File: config.mk
export PLATFORM = sky130hd
export DESIGN_NAME = flash_byte_write_coalescer
export DESIGN_NICKNAME = d
export VERILOG_FILES = /design/src/hdl/fbwc_pkg.sv /design/src/hdl/fbwc_queue.sv /design/src/hdl/fbwc_front.sv /design/src/hdl/fbwc_back.sv /design/src/hdl/flash_byte_write_coalescer.sv
export SDC_FILE = /design/constraint.sdc
export NUM_CORES = 1
export LEC_CHECK = 0
export BUFFER_PORTS_ARGS = -buffer_cell sky130_fd_sc_hd__buf_2
export CAP_MARGIN = 20
export CORE_AREA = 2 2 348 281
export CTS_CLUSTER_DIAMETER = 30
export DETAILED_ROUTE_END_ITERATION = 6
export DIE_AREA = 0 0 350 283
export GPL_TIMING_DRIVEN = 0
export SYNTH_ARGS = -nofsm -noshare
export SYNTH_HDL_FRONTEND = slang
export SYNTH_HIERARCHICAL = 1
export SYNTH_SLANG_ARGS = --single-unit
File: constraint.sdc
create_clock -name clk -period 16.22 [get_ports clk]
set_input_delay 3.244 -clock clk [delete_from_list [all_inputs] [get_ports clk]]
set_output_delay 3.244 -clock clk [all_outputs]
set_load 0.02 [all_outputs]
File: src/hdl/fbwc_pkg.sv
`default_nettype none

package fbwc_pkg;

    // Default values of the top level parameters.
    localparam int unsigned PAGES_PER_BANK_DEF = 128;
    localparam int unsigned PAGE_BYTES_DEF     = 2048;
    localparam int unsigned QUEUE_DEPTH_DEF    = 4;

    // Erase tracking map.
    localparam int unsigned MAP_ENTRIES = 256;
    localparam int unsigned MAP_IDX_W   = 8;

    // Flash window and protected range.
    localparam logic [31:0] FLASH_LOW   = 32'h0800_0000;
    localparam logic [31:0] FLASH_BANK2 = 32'h0804_0000;
    localparam logic [31:0] FLASH_END   = 32'h0808_0000;
    localparam logic [31:0] PROT_LOW    = 32'h0800_C000;
    localparam logic [31:0] PROT_END    = 32'h0801_0000;

    // Offset bits within one bank (the bank spans 256 KiB).
    localparam int unsigned BANK_OFF_W = 18;

    localparam logic [63:0] KEY_PAIR = 64'hCDEF_89AB_4567_0123;
    localparam logic [63:0] ALL_ONES = 64'hFFFF_FFFF_FFFF_FFFF;

    // Field widths.
    localparam int unsigned BASE_W      = 29;
    localparam int unsigned PAGE_W      = 7;
    localparam int unsigned IN_TDATA_W  = 40;
    localparam int unsigned OUT_TDATA_W = 112;

    typedef enum logic [1:0] {
        ACT_WRITE  = 2'd0,
        ACT_UNLOCK = 2'd1,
        ACT_LOCK   = 2'd2
    } action_t;

    typedef enum logic [2:0] {
        KIND_PROGRAM = 3'd0,
        KIND_ERASE   = 3'd1,
        KIND_UNLOCK  = 3'd2,
        KIND_LOCK    = 3'd3,
        KIND_ACK     = 3'd4
    } kind_t;

    typedef enum logic [1:0] {
        ST_OK           = 2'd0,
        ST_NOT_FLASH    = 2'd1,
        ST_NOT_WRITABLE = 2'd2
    } status_t;

    // One classified request: the commands it causes, issued in the order
    // program, erase, unlock keys, lock, then always an acknowledge.
    typedef struct packed {
        logic                prog_en;
        logic                erase_en;
        logic                keys_en;
        logic                lock_en;
        logic [BASE_W-1:0]   prog_base;
        logic [63:0]         prog_data;
        logic                bank;
        logic [PAGE_W-1:0]   page;
        status_t             ack_status;
    } job_t;

    // One result word on the output side.
    typedef struct packed {
        kind_t             kind;
        logic [31:0]       op_address;
        logic [63:0]       program_data;
        logic              bank_select;
        logic [PAGE_W-1:0] page;
        status_t           status;
        logic              last;
    } result_t;

endpackage

`default_nettype wire

File: src/hdl/fbwc_queue.sv
`default_nettype none

module fbwc_queue #(
    parameter int unsigned DEPTH = fbwc_pkg::QUEUE_DEPTH_DEF
) (
    input  wire logic          clk,
    input  wire logic          rst_n,
    input  wire logic          push,
    input  wire fbwc_pkg::job_t push_job,
    output logic               full,
    input  wire logic          pop,
    output logic               head_valid,
    output fbwc_pkg::job_t     head_job
);
    import fbwc_pkg::*;

    localparam int unsigned PTR_W = (DEPTH > 1) ? $clog2(DEPTH) : 1;
    localparam int unsigned CNT_W = $clog2(DEPTH + 1);

    job_t             entry_reg [DEPTH];
    logic [PTR_W-1:0] wr_ptr_reg, wr_ptr_next;
    logic [PTR_W-1:0] rd_ptr_reg, rd_ptr_next;
    logic [CNT_W-1:0] count_reg, count_next;

    assign full       = (count_reg == CNT_W'(DEPTH));
    assign head_valid = (count_reg != '0);
    assign head_job   = entry_reg[rd_ptr_reg];

    // Pointer and fill count update.
    always_comb
    begin
        wr_ptr_next = wr_ptr_reg;
        rd_ptr_next = rd_ptr_reg;
        count_next  = count_reg;
        if (push)
        begin
            wr_ptr_next = (wr_ptr_reg == PTR_W'(DEPTH - 1)) ? '0 : wr_ptr_reg + 1'b1;
        end
        if (pop)
        begin
            rd_ptr_next = (rd_ptr_reg == PTR_W'(DEPTH - 1)) ? '0 : rd_ptr_reg + 1'b1;
        end
        if (push && !pop)
        begin
            count_next = count_reg + 1'b1;
        end
        else if (pop && !push)
        begin
            count_next = count_reg - 1'b1;
        end
    end

    always_ff @(posedge clk or negedge rst_n)
    begin
        if (!rst_n)
        begin
            wr_ptr_reg <= '0;
            rd_ptr_reg <= '0;
            count_reg  <= '0;
        end
        else
        begin
            wr_ptr_reg <= wr_ptr_next;
            rd_ptr_reg <= rd_ptr_next;
            count_reg  <= count_next;
        end
    end

    // Entry storage needs no reset.
    always_ff @(posedge clk)
    begin
        if (push)
        begin
            entry_reg[wr_ptr_reg] <= push_job;
        end
    end

endmodule

`default_nettype wire

File: src/hdl/fbwc_front.sv
`default_nettype none

module fbwc_front #(
    parameter int unsigned PAGES_PER_BANK = fbwc_pkg::PAGES_PER_BANK_DEF,
    parameter int unsigned PAGE_BYTES     = fbwc_pkg::PAGE_BYTES_DEF
) (
    input  wire logic        clk,
    input  wire logic        rst_n,
    input  wire logic        in_valid,
    output logic             in_ready,
    input  wire logic [1:0]  in_action,
    input  wire logic [31:0] in_address,
    input  wire logic [7:0]  in_data,
    input  wire logic        queue_full,
    output logic             push,
    output fbwc_pkg::job_t   job
);
    import fbwc_pkg::*;

    // PAGE_BYTES is a power of two, so the page is a slice of the offset.
    localparam int unsigned PAGE_SHIFT = $clog2(PAGE_BYTES);
    localparam int unsigned IDX_SUM_W  = 10;

    logic                   unlocked_reg, unlocked_next;
    logic                   pend_valid_reg, pend_valid_next;
    logic [BASE_W-1:0]      pend_base_reg, pend_base_next;
    logic [63:0]            pend_word_reg, pend_word_next;
    logic [7:0]             mask_reg, mask_next;
    logic [MAP_ENTRIES-1:0] map_reg, map_next;

    logic                   accept;
    logic                   in_flash, in_prot;
    logic [BASE_W-1:0]      base;
    logic [2:0]             off;
    logic                   hit;
    logic [63:0]            word_start, merged;
    logic [7:0]             mask_start, mask_new;
    logic                   bank;
    logic [IDX_SUM_W-1:0]   page_ext, idx_sum;
    logic [MAP_IDX_W-1:0]   idx;

    assign in_ready = !queue_full;
    assign accept   = in_valid && !queue_full;

    // Address classification and page lookup.
    assign in_flash = (in_address >= FLASH_LOW) && (in_address < FLASH_END);
    assign in_prot  = (in_address >= PROT_LOW) && (in_address < PROT_END);
    assign base     = in_address[31:3];
    assign off      = in_address[2:0];
    assign bank     = (in_address >= FLASH_BANK2);
    assign page_ext = IDX_SUM_W'(in_address[BANK_OFF_W-1:PAGE_SHIFT]);
    assign idx_sum  = page_ext + (bank ? IDX_SUM_W'(PAGES_PER_BANK) : '0);
    assign idx      = idx_sum[MAP_IDX_W-1:0];
    assign hit      = pend_valid_reg && (base == pend_base_reg);

    // Byte merge into the pending doubleword.
    always_comb
    begin
        word_start = hit ? pend_word_reg : ALL_ONES;
        mask_start = hit ? mask_reg : 8'h00;
        for (int i = 0; i < 8; i++)
        begin
            merged[8*i +: 8] = (off == 3'(i)) ? in_data : word_start[8*i +: 8];
        end
        mask_new = mask_start | (8'h01 << off);
    end

    // Request handling and state update.
    always_comb
    begin
        unlocked_next   = unlocked_reg;
        pend_valid_next = pend_valid_reg;
        pend_base_next  = pend_base_reg;
        pend_word_next  = pend_word_reg;
        mask_next       = mask_reg;
        map_next        = map_reg;
        push            = 1'b0;
        job             = '0;
        job.ack_status  = ST_OK;
        job.bank        = bank;
        job.page        = page_ext[PAGE_W-1:0];
        if (accept)
        begin
            unique case (in_action)
                ACT_WRITE:
                begin
                    push = 1'b1;
                    if (!in_flash)
                    begin
                        job.ack_status = ST_NOT_FLASH;
                    end
                    else if (in_prot)
                    begin
                        job.ack_status = ST_NOT_WRITABLE;
                    end
                    else
                    begin
                        // A new doubleword flushes the old one and erases its own page unless mapped as erased.
                        if (!hit)
                        begin
                            if (pend_valid_reg)
                            begin
                                job.prog_en   = 1'b1;
                                job.prog_base = pend_base_reg;
                                job.prog_data = pend_word_reg;
                            end
                            if (!map_reg[idx])
                            begin
                                job.erase_en  = 1'b1;
                                map_next[idx] = 1'b1;
                            end
                        end
                        // A full mask flushes at once.
                        if (mask_new == 8'hFF)
                        begin
                            job.prog_en     = 1'b1;
                            job.prog_base   = base;
                            job.prog_data   = merged;
                            pend_valid_next = 1'b0;
                            pend_base_next  = '0;
                            pend_word_next  = ALL_ONES;
                            mask_next       = 8'h00;
                        end
                        else
                        begin
                            pend_valid_next = 1'b1;
                            pend_base_next  = base;
                            pend_word_next  = merged;
                            mask_next       = mask_new;
                        end
                    end
                end
                ACT_UNLOCK:
                begin
                    push = 1'b1;
                    if (!unlocked_reg)
                    begin
                        job.keys_en   = 1'b1;
                        unlocked_next = 1'b1;
                    end
                end
                ACT_LOCK:
                begin
                    push = 1'b1;
                    if (unlocked_reg)
                    begin
                        if (pend_valid_reg)
                        begin
                            job.prog_en     = 1'b1;
                            job.prog_base   = pend_base_reg;
                            job.prog_data   = pend_word_reg;
                            pend_valid_next = 1'b0;
                            pend_base_next  = '0;
                            pend_word_next  = ALL_ONES;
                            mask_next       = 8'h00;
                        end
                        job.lock_en   = 1'b1;
                        unlocked_next = 1'b0;
                    end
                end
                default:
                begin
                    // The unused action code is dropped without a result.
                    push = 1'b0;
                end
            endcase
        end
    end

    always_ff @(posedge clk or negedge rst_n)
    begin
        if (!rst_n)
        begin
            unlocked_reg   <= 1'b0;
            pend_valid_reg <= 1'b0;
            pend_base_reg  <= '0;
            pend_word_reg  <= ALL_ONES;
            mask_reg       <= 8'h00;
            map_reg        <= '0;
        end
        else
        begin
            unlocked_reg   <= unlocked_next;
            pend_valid_reg <= pend_valid_next;
            pend_base_reg  <= pend_base_next;
            pend_word_reg  <= pend_word_next;
            mask_reg       <= mask_next;
            map_reg        <= map_next;
        end
    end

endmodule

`default_nettype wire

File: src/hdl/fbwc_back.sv
`default_nettype none

module fbwc_back (
    input  wire logic          clk,
    input  wire logic          rst_n,
    input  wire logic          job_valid,
    input  wire fbwc_pkg::job_t job,
    output logic               pop,
    output logic               out_valid,
    input  wire logic          out_ready,
    output fbwc_pkg::result_t  out_word
);
    import fbwc_pkg::*;

    // One bit per command of a job, lowest issued first.
    localparam logic [4:0] STEP_PROG  = 5'b00001;
    localparam logic [4:0] STEP_ERASE = 5'b00010;
    localparam logic [4:0] STEP_KEYS  = 5'b00100;
    localparam logic [4:0] STEP_LOCK  = 5'b01000;
    localparam logic [4:0] STEP_ACK   = 5'b10000;

    job_t       cur_job_reg, cur_job_next;
    logic [4:0] cur_mask_reg, cur_mask_next;
    logic       out_valid_reg, out_valid_next;
    result_t    out_reg, out_next;

    logic [4:0] sel, rem, job_mask;
    logic       advance;
    result_t    res;

    assign job_mask = {1'b1, job.lock_en, job.keys_en, job.erase_en, job.prog_en};
    assign sel      = cur_mask_reg & (~cur_mask_reg + 5'd1);
    assign rem      = cur_mask_reg & ~sel;
    assign advance  = (cur_mask_reg != '0) && (!out_valid_reg || out_ready);
    assign pop      = job_valid && ((cur_mask_reg == '0) || (advance && (rem == '0)));

    // Build the result for the selected command.
    always_comb
    begin
        res      = '0;
        res.kind = KIND_ACK;
        res.last = (rem == '0);
        unique case (sel)
            STEP_PROG:
            begin
                res.kind         = KIND_PROGRAM;
                res.op_address   = {cur_job_reg.prog_base, 3'b000};
                res.program_data = cur_job_reg.prog_data;
            end
            STEP_ERASE:
            begin
                res.kind        = KIND_ERASE;
                res.bank_select = cur_job_reg.bank;
                res.page        = cur_job_reg.page;
            end
            STEP_KEYS:
            begin
                res.kind         = KIND_UNLOCK;
                res.program_data = KEY_PAIR;
            end
            STEP_LOCK:
            begin
                res.kind = KIND_LOCK;
            end
            STEP_ACK:
            begin
                res.kind   = KIND_ACK;
                res.status = cur_job_reg.ack_status;
            end
            default:
            begin
                res.kind = KIND_ACK;
            end
        endcase
    end

    // Job sequencing and output register.
    always_comb
    begin
        cur_job_next   = cur_job_reg;
        cur_mask_next  = cur_mask_reg;
        out_valid_next = out_valid_reg;
        out_next       = out_reg;
        if (advance)
        begin
            cur_mask_next  = rem;
            out_valid_next = 1'b1;
            out_next       = res;
        end
        else if (out_ready)
        begin
            out_valid_next = 1'b0;
        end
        if (pop)
        begin
            cur_job_next  = job;
            cur_mask_next = job_mask;
        end
    end

    always_ff @(posedge clk or negedge rst_n)
    begin
        if (!rst_n)
        begin
            cur_mask_reg  <= '0;
            out_valid_reg <= 1'b0;
        end
        else
        begin
            cur_mask_reg  <= cur_mask_next;
            out_valid_reg <= out_valid_next;
        end
    end

    always_ff @(posedge clk)
    begin
        cur_job_reg <= cur_job_next;
        out_reg     <= out_next;
    end

    assign out_valid = out_valid_reg;
    assign out_word  = out_reg;

endmodule

`default_nettype wire

File: src/hdl/flash_byte_write_coalescer.sv
`default_nettype none

// Channel   Direction  tdata (low bit up)                        tuser    tlast
// s_axis    in         address[31:0], data_byte[39:32]           action   -
// m_axis    out        op_address, program_data, bank_select,    kind     last
//                      page, status, zero fill to 112 bits
//
// The front takes one request per cycle while the job queue has room; its
// state update (pending word, erase map, lock flag) settles in that cycle.
// The back issues one result word per cycle while the output is ready, so
// a request occupies the output for one to three result words, as it causes.
// The erase map is cleared at reset by its flip-flops; no clearing pass.
// Output stalls fill the queue first; the input stalls once it is full.
module flash_byte_write_coalescer #(
    parameter int unsigned PAGES_PER_BANK = fbwc_pkg::PAGES_PER_BANK_DEF,
    parameter int unsigned PAGE_BYTES     = fbwc_pkg::PAGE_BYTES_DEF,
    parameter int unsigned QUEUE_DEPTH    = fbwc_pkg::QUEUE_DEPTH_DEF
) (
    input  wire logic                             clk,
    input  wire logic                             rst_n,
    input  wire logic                             s_axis_tvalid,
    output logic                                  s_axis_tready,
    // address, data_byte
    input  wire logic [fbwc_pkg::IN_TDATA_W-1:0]  s_axis_tdata,
    // action
    input  wire logic [1:0]                       s_axis_tuser,
    output logic                                  m_axis_tvalid,
    input  wire logic                             m_axis_tready,
    // op_address, program_data, bank_select, page, status
    output logic [fbwc_pkg::OUT_TDATA_W-1:0]      m_axis_tdata,
    // kind
    output logic [2:0]                            m_axis_tuser,
    output logic                                  m_axis_tlast
);
    import fbwc_pkg::*;

    logic    queue_full;
    logic    push;
    job_t    push_job;
    logic    pop;
    logic    head_valid;
    job_t    head_job;
    result_t out_word;

    fbwc_front #(
        .PAGES_PER_BANK (PAGES_PER_BANK),
        .PAGE_BYTES     (PAGE_BYTES)
    ) u_front (
        .clk        (clk),
        .rst_n      (rst_n),
        .in_valid   (s_axis_tvalid),
        .in_ready   (s_axis_tready),
        .in_action  (s_axis_tuser),
        .in_address (s_axis_tdata[31:0]),
        .in_data    (s_axis_tdata[39:32]),
        .queue_full (queue_full),
        .push       (push),
        .job        (push_job)
    );

    fbwc_queue #(
        .DEPTH (QUEUE_DEPTH)
    ) u_queue (
        .clk        (clk),
        .rst_n      (rst_n),
        .push       (push),
        .push_job   (push_job),
        .full       (queue_full),
        .pop        (pop),
        .head_valid (head_valid),
        .head_job   (head_job)
    );

    fbwc_back u_back (
        .clk       (clk),
        .rst_n     (rst_n),
        .job_valid (head_valid),
        .job       (head_job),
        .pop       (pop),
        .out_valid (m_axis_tvalid),
        .out_ready (m_axis_tready),
        .out_word  (out_word)
    );

    // Pack the result word onto the output bus.
    assign m_axis_tdata = {6'b000000, out_word.status, out_word.page,
                           out_word.bank_select, out_word.program_data,
                           out_word.op_address};
    assign m_axis_tuser = out_word.kind;
    assign m_axis_tlast = out_word.last;

endmodule

`default_nettype wire

# == After elaboration in Yosys (flattened, before gate mapping) ==
# Memory sizes are Yosys's and may differ from the RTL's.
# Cells that the tools add are included.
# op_classes
add_sub_neg,6
magnitude_cmp,7
n_eq_ne,23
n_shift,1
n_mux,77
bitwise_logic,9
reduce_logical,32
# ops
operator,n
93-bit two-way mux,5
64-bit two-way mux,6
256-bit bitwise OR,1
64-bit case mux with 2 select lines,2
93-bit case mux with 2 select lines,1
29-bit two-way mux,5
8-bit two-way mux,15
97-bit two-way mux,1
32-bit by 28-bit >= comparator with 1-bit output (second input constant),3
94-bit two-way mux,1
32-bit by 28-bit less-than comparator with 1-bit output (second input constant),2
29-bit case mux with 2 select lines,1
29-bit == test,1
1-bit two-way mux,20
2-bit two-way mux,9
8-bit case mux with 2 select lines,1
3-bit == test (second input constant),5
3-bit case mux with 4 select lines,1
6-bit AND reduction,2
5-bit AND,2
1-bit logical AND,10
5-bit logical NOT,2
5-bit two-way mux,2
5-bit inverter,2
36 further kinds,55
# totals
reg_bits,585
ram_bits,428
in_bits,46
wordCells,180
mem_count,1
# mem_list
memory,words,word_bits,read_ports,rd_clocked_by_memory_dff,wr,line_no,rtl
u_queue.entry_reg,4,107,1,0,1,fbwc_queue.sv:20,job_t entry_reg [DEPTH];

# == Depth between registers and ports, before layout ==
# Gate-level depths: netlist of run 1.
# logic_depth
ltp_word,12
mapped_depth,12
ltp_nobuf,11

# == Cells and area by module ==
# The synthesis of run 1 kept the hierarchy.
# by_module_without_submodules
module,instances,cells_per_inst,area_per_inst_um2
fbwc_front,1,1818,19351.1
fbwc_queue,1,596,15821.4
fbwc_back,1,379,7484.7
flash_byte_write_coalescer,1,7,48.8

# == Worst setup path before layout of run 1 ==
# OpenSTA, ideal clock, no wires.
# synth_timing
kind,input to register
start,input port m_axis_tready
end,register u_queue.count_reg[1]
setup_ps,125
arrival_ps,9664
setup_slack_ps,6431
stages,9
n_path_buf,0
cell_sequence,and2b_1 a21oi_2 a21oi_2 nor2b_1 inv_1 ha_1 inv_1 fa_1 mux2_2
# synth_via
elab_chain_len,8
elab_cells_between_ends,10
cone_classes,1 x mux; 9 x reduce/logical
# synth_rtl
element,line_no,rtl
start: declaration,flash_byte_write_coalescer.sv:28,"input wire logic m_axis_tready,"
1-bit logical OR,fbwc_back.sv:34,assign advance = (cur_mask_reg != '0) && (!out_valid_reg || out_ready);
1-bit logical AND,fbwc_back.sv:34,
1-bit logical AND,fbwc_back.sv:35,assign pop = job_valid && ((cur_mask_reg == '0) || (advance && (rem == '0)));
1-bit logical OR,fbwc_back.sv:35,
1-bit logical AND,fbwc_back.sv:35,
named net pop,flash_byte_write_coalescer.sv:40,logic pop;
1-bit logical NOT,fbwc_queue.sv:43,if (push && !pop)
1-bit logical AND,fbwc_queue.sv:43,
3-bit two-way mux,fbwc_queue.sv:43,
named net u_queue.count_next[1],fbwc_queue.sv:23,"logic [CNT_W-1:0] count_reg, count_next;"
end signal: assignment,fbwc_queue.sv:65,count_reg <= count_next;
end: declaration,fbwc_queue.sv:23,
# The timed path passes the listed nets, and every way through them passes these cells.
# A chain may end at the register's enable or synchronous reset.

==> results of run 1 <==
## stage by stage
| step | area, um2 | total power (W) | setup WS, ps | util |
|---|---|---|---|---|
| 6_report | 52100 | 0.00913 | 9190 | 0.543 |
| 5_1_grt | 52100 | 0.00951 | 9250 | 0.543 |
| 4_1_cts | 52000 | 0.00923 | 9320 | 0.543 |
| 3_5_place_dp | 45600 | 0.00529 | 8530 | 0.476 |
| 3_3_place_gp | 45100 | 0.00528 | 2750 | 0.471 |
| 2_1_floorplan | 42700 | 0.00468 | 6430 | - |
## where the power goes
group	switching, W	leakage (nW)	internal, W
Sequential	0.000157	10.9	0.00339
Clock	0.00135	3.11	0.00256
Combinational	0.00103	5.62	0.000648
Total	0.00254	19.6	0.00659
## final cells by class
cell class | instances | area [um2] | share of cell area
Sequential cell | 1010 | 28500 | 0.548
Timing Repair Buffer | 175 | 1230 | 0.0237
Multi-Input combinational cell | 1514 | 12900 | 0.248
Inverter | 39 | 146 | 0.00281
Buffer | 244 | 1150 | 0.0220
Tap cell | 1300 | 1630 | 0.0312
Antenna cell | 3 | 7.51 | 0.000144
Clock inverter | 130 | 1840 | 0.0353
Clock buffer | 203 | 4620 | 0.0887
## logic make-up after synthesis
| family | after synthesis |
|---|---|
| flip-flops | 1010 |
| AO/OA/AOI/OAI | 695 |
| AND/OR/NAND/NOR | 562 |
| buffers and inverters | 283 |
| multiplexers | 205 |
| XOR/XNOR | 32 |
| adder cells (fa/ha/maj) | 11 |
| other | 2 |
## metal layers
metal,vias up,track usage,share of wire
li1,11672,-,-
met4,2,0.0787,0.026
met3,210,0.0444,0.072
met2,1156,0.361,0.46
met5,-,0,0.00012
met1,14043,0.344,0.44
## layout by cell type, fill, tap and decap left out, drive strengths merged, types with 26 or more instances in the layout
cell type,synthesis,final
inv,39,61
nand2,117,117
mux2i,46,46
clkinv,0,66
buf,99,271
o32a,64,64
a21oi,90,90
and3,26,26
clkbuf,145,351
dfrtp,308,308
bufinv,0,30
and2,205,205
a31o,49,49
nor2,83,83
xnor2,30,30
dfstp,64,64
a21o,33,33
o211ai,88,88
mux4,153,153
nand4,27,27
o21bai,184,184
edfxtp,638,638
o2111ai,70,70
## worst min path at each step
stage / end / startpoint
final: u_front/map_reg[27] / u_front/map_reg[27]
after global routing: u_front/map_reg[30] / u_front/map_reg[30]
after CTS: u_front/map_reg[27] / u_front/map_reg[27]
after detailed placement: u_front/map_reg[78] / u_front/map_reg[78]
after global placement: u_front/map_reg[70] / u_front/map_reg[70]
after floorplan: u_front/map_reg[24] / u_front/map_reg[24]
==> reports/metrics.yaml, run 1 <==
route:
  totalWireLength_mm: 117
  drt.antenna.violating_nets: 0
  vias: 27083
  drt_iter0_drc: 2583
  first_pass_iters: 5
  wl_per_cell_um: 25.3
  drc: 0
  viasPerCell: 5.86
worst_setup_path:
  crit_end: "u_queue/entry_reg[3][105]"
  critPathMaxFanout: 10
  worstSetupStartpointType: "primary input"
  arrival_ps: 7510
  crit_path_cell_trace: "clkbuf_1, buf_2, buf_2, clkbuf_1, nor3_1, nor4_1, o211ai_1, a22oi_1, buf_4, a211oi_1, clkbuf_4"
  reg2reg_depth: 8
  cp.required_ps: 16700
  r2r-end: "u_queue/entry_reg[3][41]"
  reg2reg_from: "u_front/pend_base_reg[0]"
  cp-startpoint: "s_axis_tdata[14]"
  crit_path_end_kind: "flop"
  crit_buf_inv: 6
  critPathKind: "primary input to flop"
  path_depth: 11
  crit_slowest_cell: "a22oi_1"
  r2r_slack_ps: 12110
  critPathMaxStageDelay_ps: 810
  cpLargestDelayFamily: "buffers and inverters"
grt:
  track_usage: 0.237
  grt_max_degree: 129
  grt_pass1_wl_mm: 176
  grt-ovfl-total: 0
  grt_pass1_vias: 27686
  antenna_found_initial: 5
synthesis:
  synth_top_family_by_area: "compound AO/OA/AOI/OAI gates"
  synth_most_common_cell: "edfxtp_1"
  synth_xor_area_frac: 0.00656
  synth_top_area_share: 0.449
  synth.avg_cell_area_um2: 15.3
  postSynth.asyncResetShare: 0.368
  synth_edf_count: 638
  ys_top_cells_by_area: "edfxtp_1, dfrtp_1, mux4_2"
  yosys_most_used_dff: "edfxtp_1"
  syn_area_um2: 42700
  synth_compound_area_frac: 0.127
  syn_inst: 2800
  synth_mux_area_frac: 0.0931
  yosys_warnings: 6
  synth_common_cells: "edfxtp_1, dfrtp_1, and2_1"
  seq_area_frac_synth: 0.668
  synth_top_cell_by_area: "edfxtp_1"
  ys_ff_latch: 1010
  yosys.area_share.simple: 0.0713
  synth_cell_types: 75
  synth_fa_ha_area_frac: 0.00340
timing:
  timing.final.hold_violations: 0
  clock_skew_ps: 57.2
  worstMarginPinSlew_ps: 1220
  max_clock_freq_mhz: 142
  grt_setup_unrepaired: "no"
  relSlewSlack: 0.183
  setup-tns-final_ps: 0
  post-route-min-period_ps: 7030
  setup_viol: 0
  finalMaxSlewViolations: 0
  fin_crit_sh: 0.434
  hold_ws_ps: 447
clocking:
  cts_buffers: 178
  clock_path_buffers: 3
  hold_buffers: 0
  ctsResizeCount: 0
  cts_sinks: 1010
  clk_pin_slew_ps: 50
  h-tree-depth: 4
  cts_tree: "built"
  clk-insertion-delay-late_ps: 760
  post_cts_buffers: 0
  clockRootBuffer: "clkbuf_16"
min_path:
  hp-class: "flop to flop"
  hold_depth: 1
power:
  ir_drop_mv: 0.106
  p_leak_nw: 19.6
  power_density_nw_per_um2: 175
placed_design:
  port-buffer-count: 149
  gp_congestion: 0.939
  dp_cells: 4278
  hpwl_mm: 79.3
floorplanning:
  start_util: 0.446
  coreArea_um2: 95800
  die_area_um2: 99100
  die_w_um: 350
  ios: 164
  num_rows: 102
  die_h_um: 283
run_status:
  status: "completed"
cells_and_area:
  drive_above_1_share: 0.265
  largest_reg_flops: 428
  nNetsFinal: 3219
  fin_cells: 4618
  fillers: 7613
  synthToLayoutAreaGrowth_pct: 21.9
run:
  drv_cap: 0
Note: power is estimated with default switching activity, not from simulation.
==> inputs of run 2 (changes only) <==
==> constraint.sdc (replaced) <==
create_clock -name clk -period 6.7 [get_ports clk]
set_input_delay 1.34 -clock clk [delete_from_list [all_inputs] [get_ports clk]]
set_output_delay 1.34 -clock clk [all_outputs]
set_load 0.02 [all_outputs]
==> run 2 against run 1 <==
The run now ends with DRC left. Via count up 0.19%. Hold slack lost 92 ps. Clock power is 140% higher. Highest routed layer is now met4.
==> reports/metrics.yaml, run 2 (synthesis gave the netlist of run 1 again) <==
run:
  drv_cap: 0
worst_setup_path:
  crit_path_cell_trace: "clkbuf_1, buf_2, buf_2, clkbuf_1, nand2_1, o22ai_1, nor3b_1, o2111ai_1, clkbuf_1, o21bai_1"
  cpLargestDelayFamily: "buffers and inverters"
  arrival_ps: 5560
  crit_path_frequent_cell: "clkbuf_1"
  crit_buf_inv: 5
  cp.required_ps: 7270
  reg2reg_depth: 8
  worstSetupStartpointType: "primary input"
  r2r-end: "u_queue/entry_reg[1][65]"
  crit_slowest_cell: "o2111ai_1"
  r2r_slack_ps: 2420
  critPathMaxStageDelay_ps: 750
  critPathMaxFanout: 10
  crit_path_end_kind: "flop"
  critPathKind: "primary input to flop"
  reg2reg_from: "u_front/pend_base_reg[0]"
cells_and_area:
  largest_reg_flops: 428
  final_cell_mix: "edfxtp_1, dfrtp_1, buf_2, and2_1, clkbuf_16"
  final_common_cell: "edfxtp_1"
  final_area_um2: 52000
  drive_above_1_share: 0.267
  fin_util: 0.542
  nNetsFinal: 3215
  fillers: 7616
  synthToLayoutAreaGrowth_pct: 21.7
clocking:
  post_cts_buffers: 0
  h-tree-depth: 4
  clk-insertion-delay-late_ps: 760
  cts_tree: "built"
  cts_buffers: 177
  clk_pin_slew_ps: 50
  ctsResizeCount: 0
  clockRootBuffer: "clkbuf_16"
  clock_path_buffers: 3
  hold_buffers: 0
  cts_sinks: 1010
timing:
  grt_setup_unrepaired: "no"
  post-route-min-period_ps: 4990
  worstMarginPinSlew_ps: 1210
  relSlewSlack: 0.189
  clock_skew_ps: 56.8
  fin_crit_sh: 0.745
  setup-tns-final_ps: 0
  max_clock_freq_mhz: 200
  timing.final.hold_violations: 0
  hold_ws_ps: 355
  setup_viol: 0
  finalMaxSlewViolations: 0
floorplanning:
  die_h_um: 283
  die_area_um2: 99100
  die_w_um: 350
  ios: 164
  coreArea_um2: 95800
  start_util: 0.446
  num_rows: 102
route:
  route.met3.wl_mm: 8.96
  route.met2.wl_mm: 53.3
  drt.antenna.violating_nets: 0
  drc: 2
  totalWireLength_mm: 116
  vias: 27135
  routed.top_layer: "met4"
  viasPerCell: 5.88
  wl_per_cell_um: 25.2
  first_pass_iters: 7
  drt_iter0_drc: 3044
  wl_met1_mm: 51.1
placed_design:
  gp_congestion: 0.942
  port-buffer-count: 149
  placed_cell_area_um2: 45600
  hpwl_mm: 78.4
min_path:
  hp-class: "primary input to asynchronous set/reset pin"
grt:
  grt_pass1_vias: 27617
  track_usage: 0.236
  grt_max_degree: 133
  antenna_found_initial: 2
  grt_pass1_wl_mm: 176
  grt-ovfl-total: 0
power:
  fin_total_pwr_w: 0.0220
  ir_drop_mv: 0.250
  power_density_nw_per_um2: 423
  p_leak_nw: 19.6
run_status:
  violations: "DRC"
  status: "finished with violations"
## run 2: changes by cell type in the layout (fill, tap and decap cells not counted), sizes merged
cell | before | now
clkinv | 66 | 52
bufinv | 30 | 25
buf | 271 | 269
clkbuf | 351 | 355
inv | 61 | 66
clkinvlp | 12 | 20
## run 2: power by group
group / switching (W) / leakage, nW / internal [W] / total, W
Clock: 0.00328 / 3.07 / 0.00610 / 0.00938
Combinational: 0.00248 / 5.60 / 0.00155 / 0.00403
Sequential: 0.000368 / 10.9 / 0.00820 / 0.00857
Total: 0.00613 / 19.6 / 0.0158 / 0.0220
## run 2: metal layers
layer / vias up / GRT usage
li1: 11648 / -
met1: 14099 / 0.344
met2: 1166 / 0.356
met3: 222 / 0.0502
met4: 0 / 0.0750
met5: - / 0
## run 2: layout make-up
class                           count  area, um2  area share
Sequential cell                  1010      28500       0.549
Multi-Input combinational cell   1514      12900       0.248
Clock buffer                      208       4720      0.0907
Clock inverter                    124       1680      0.0324
Tap cell                         1300       1630      0.0313
Timing Repair Buffer              172       1200      0.0231
Buffer                            244       1150      0.0220
Inverter                           39        146     0.00282
Antenna cell                        3       7.51    0.000144
## run 2: worst max path at each step
stage                                      to  cells after the start  slack, ps             start
global route        u_queue/entry_reg[0][105]                     11       1590  s_axis_tdata[14]
floorplan                  u_back/out_word[0]                      2        100     m_axis_tready
CTS                 u_queue/entry_reg[0][105]                     10       1680  s_axis_tdata[14]
finish                    u_front/map_reg[50]                     10       1710  s_axis_tdata[14]
detailed placement  u_queue/entry_reg[0][105]                     10        900  s_axis_tdata[14]
global placement       u_back/cur_mask_reg[3]                      1      -2800             rst_n
## run 2: through the flow
stage | worst slack, ps | cells
after floorplan | 97.4 | 2807
after global placement | -2800 | 4256
after detailed placement | 899 | 4275
after CTS | 1680 | 4607
after global routing | 1590 | 4612
final | 1710 | 4614
## run 2: worst reg2reg max path, delay by kind of cell (launching register included)
family / cells / cell delay (ps)
and+or+nand+nor: 3 / 1310
buffers and inverters: 2 / 1160
AOI/OAI and AO/OA: 2 / 810
DFF: 1 / 400
xor gates and xnor gates: 1 / 320
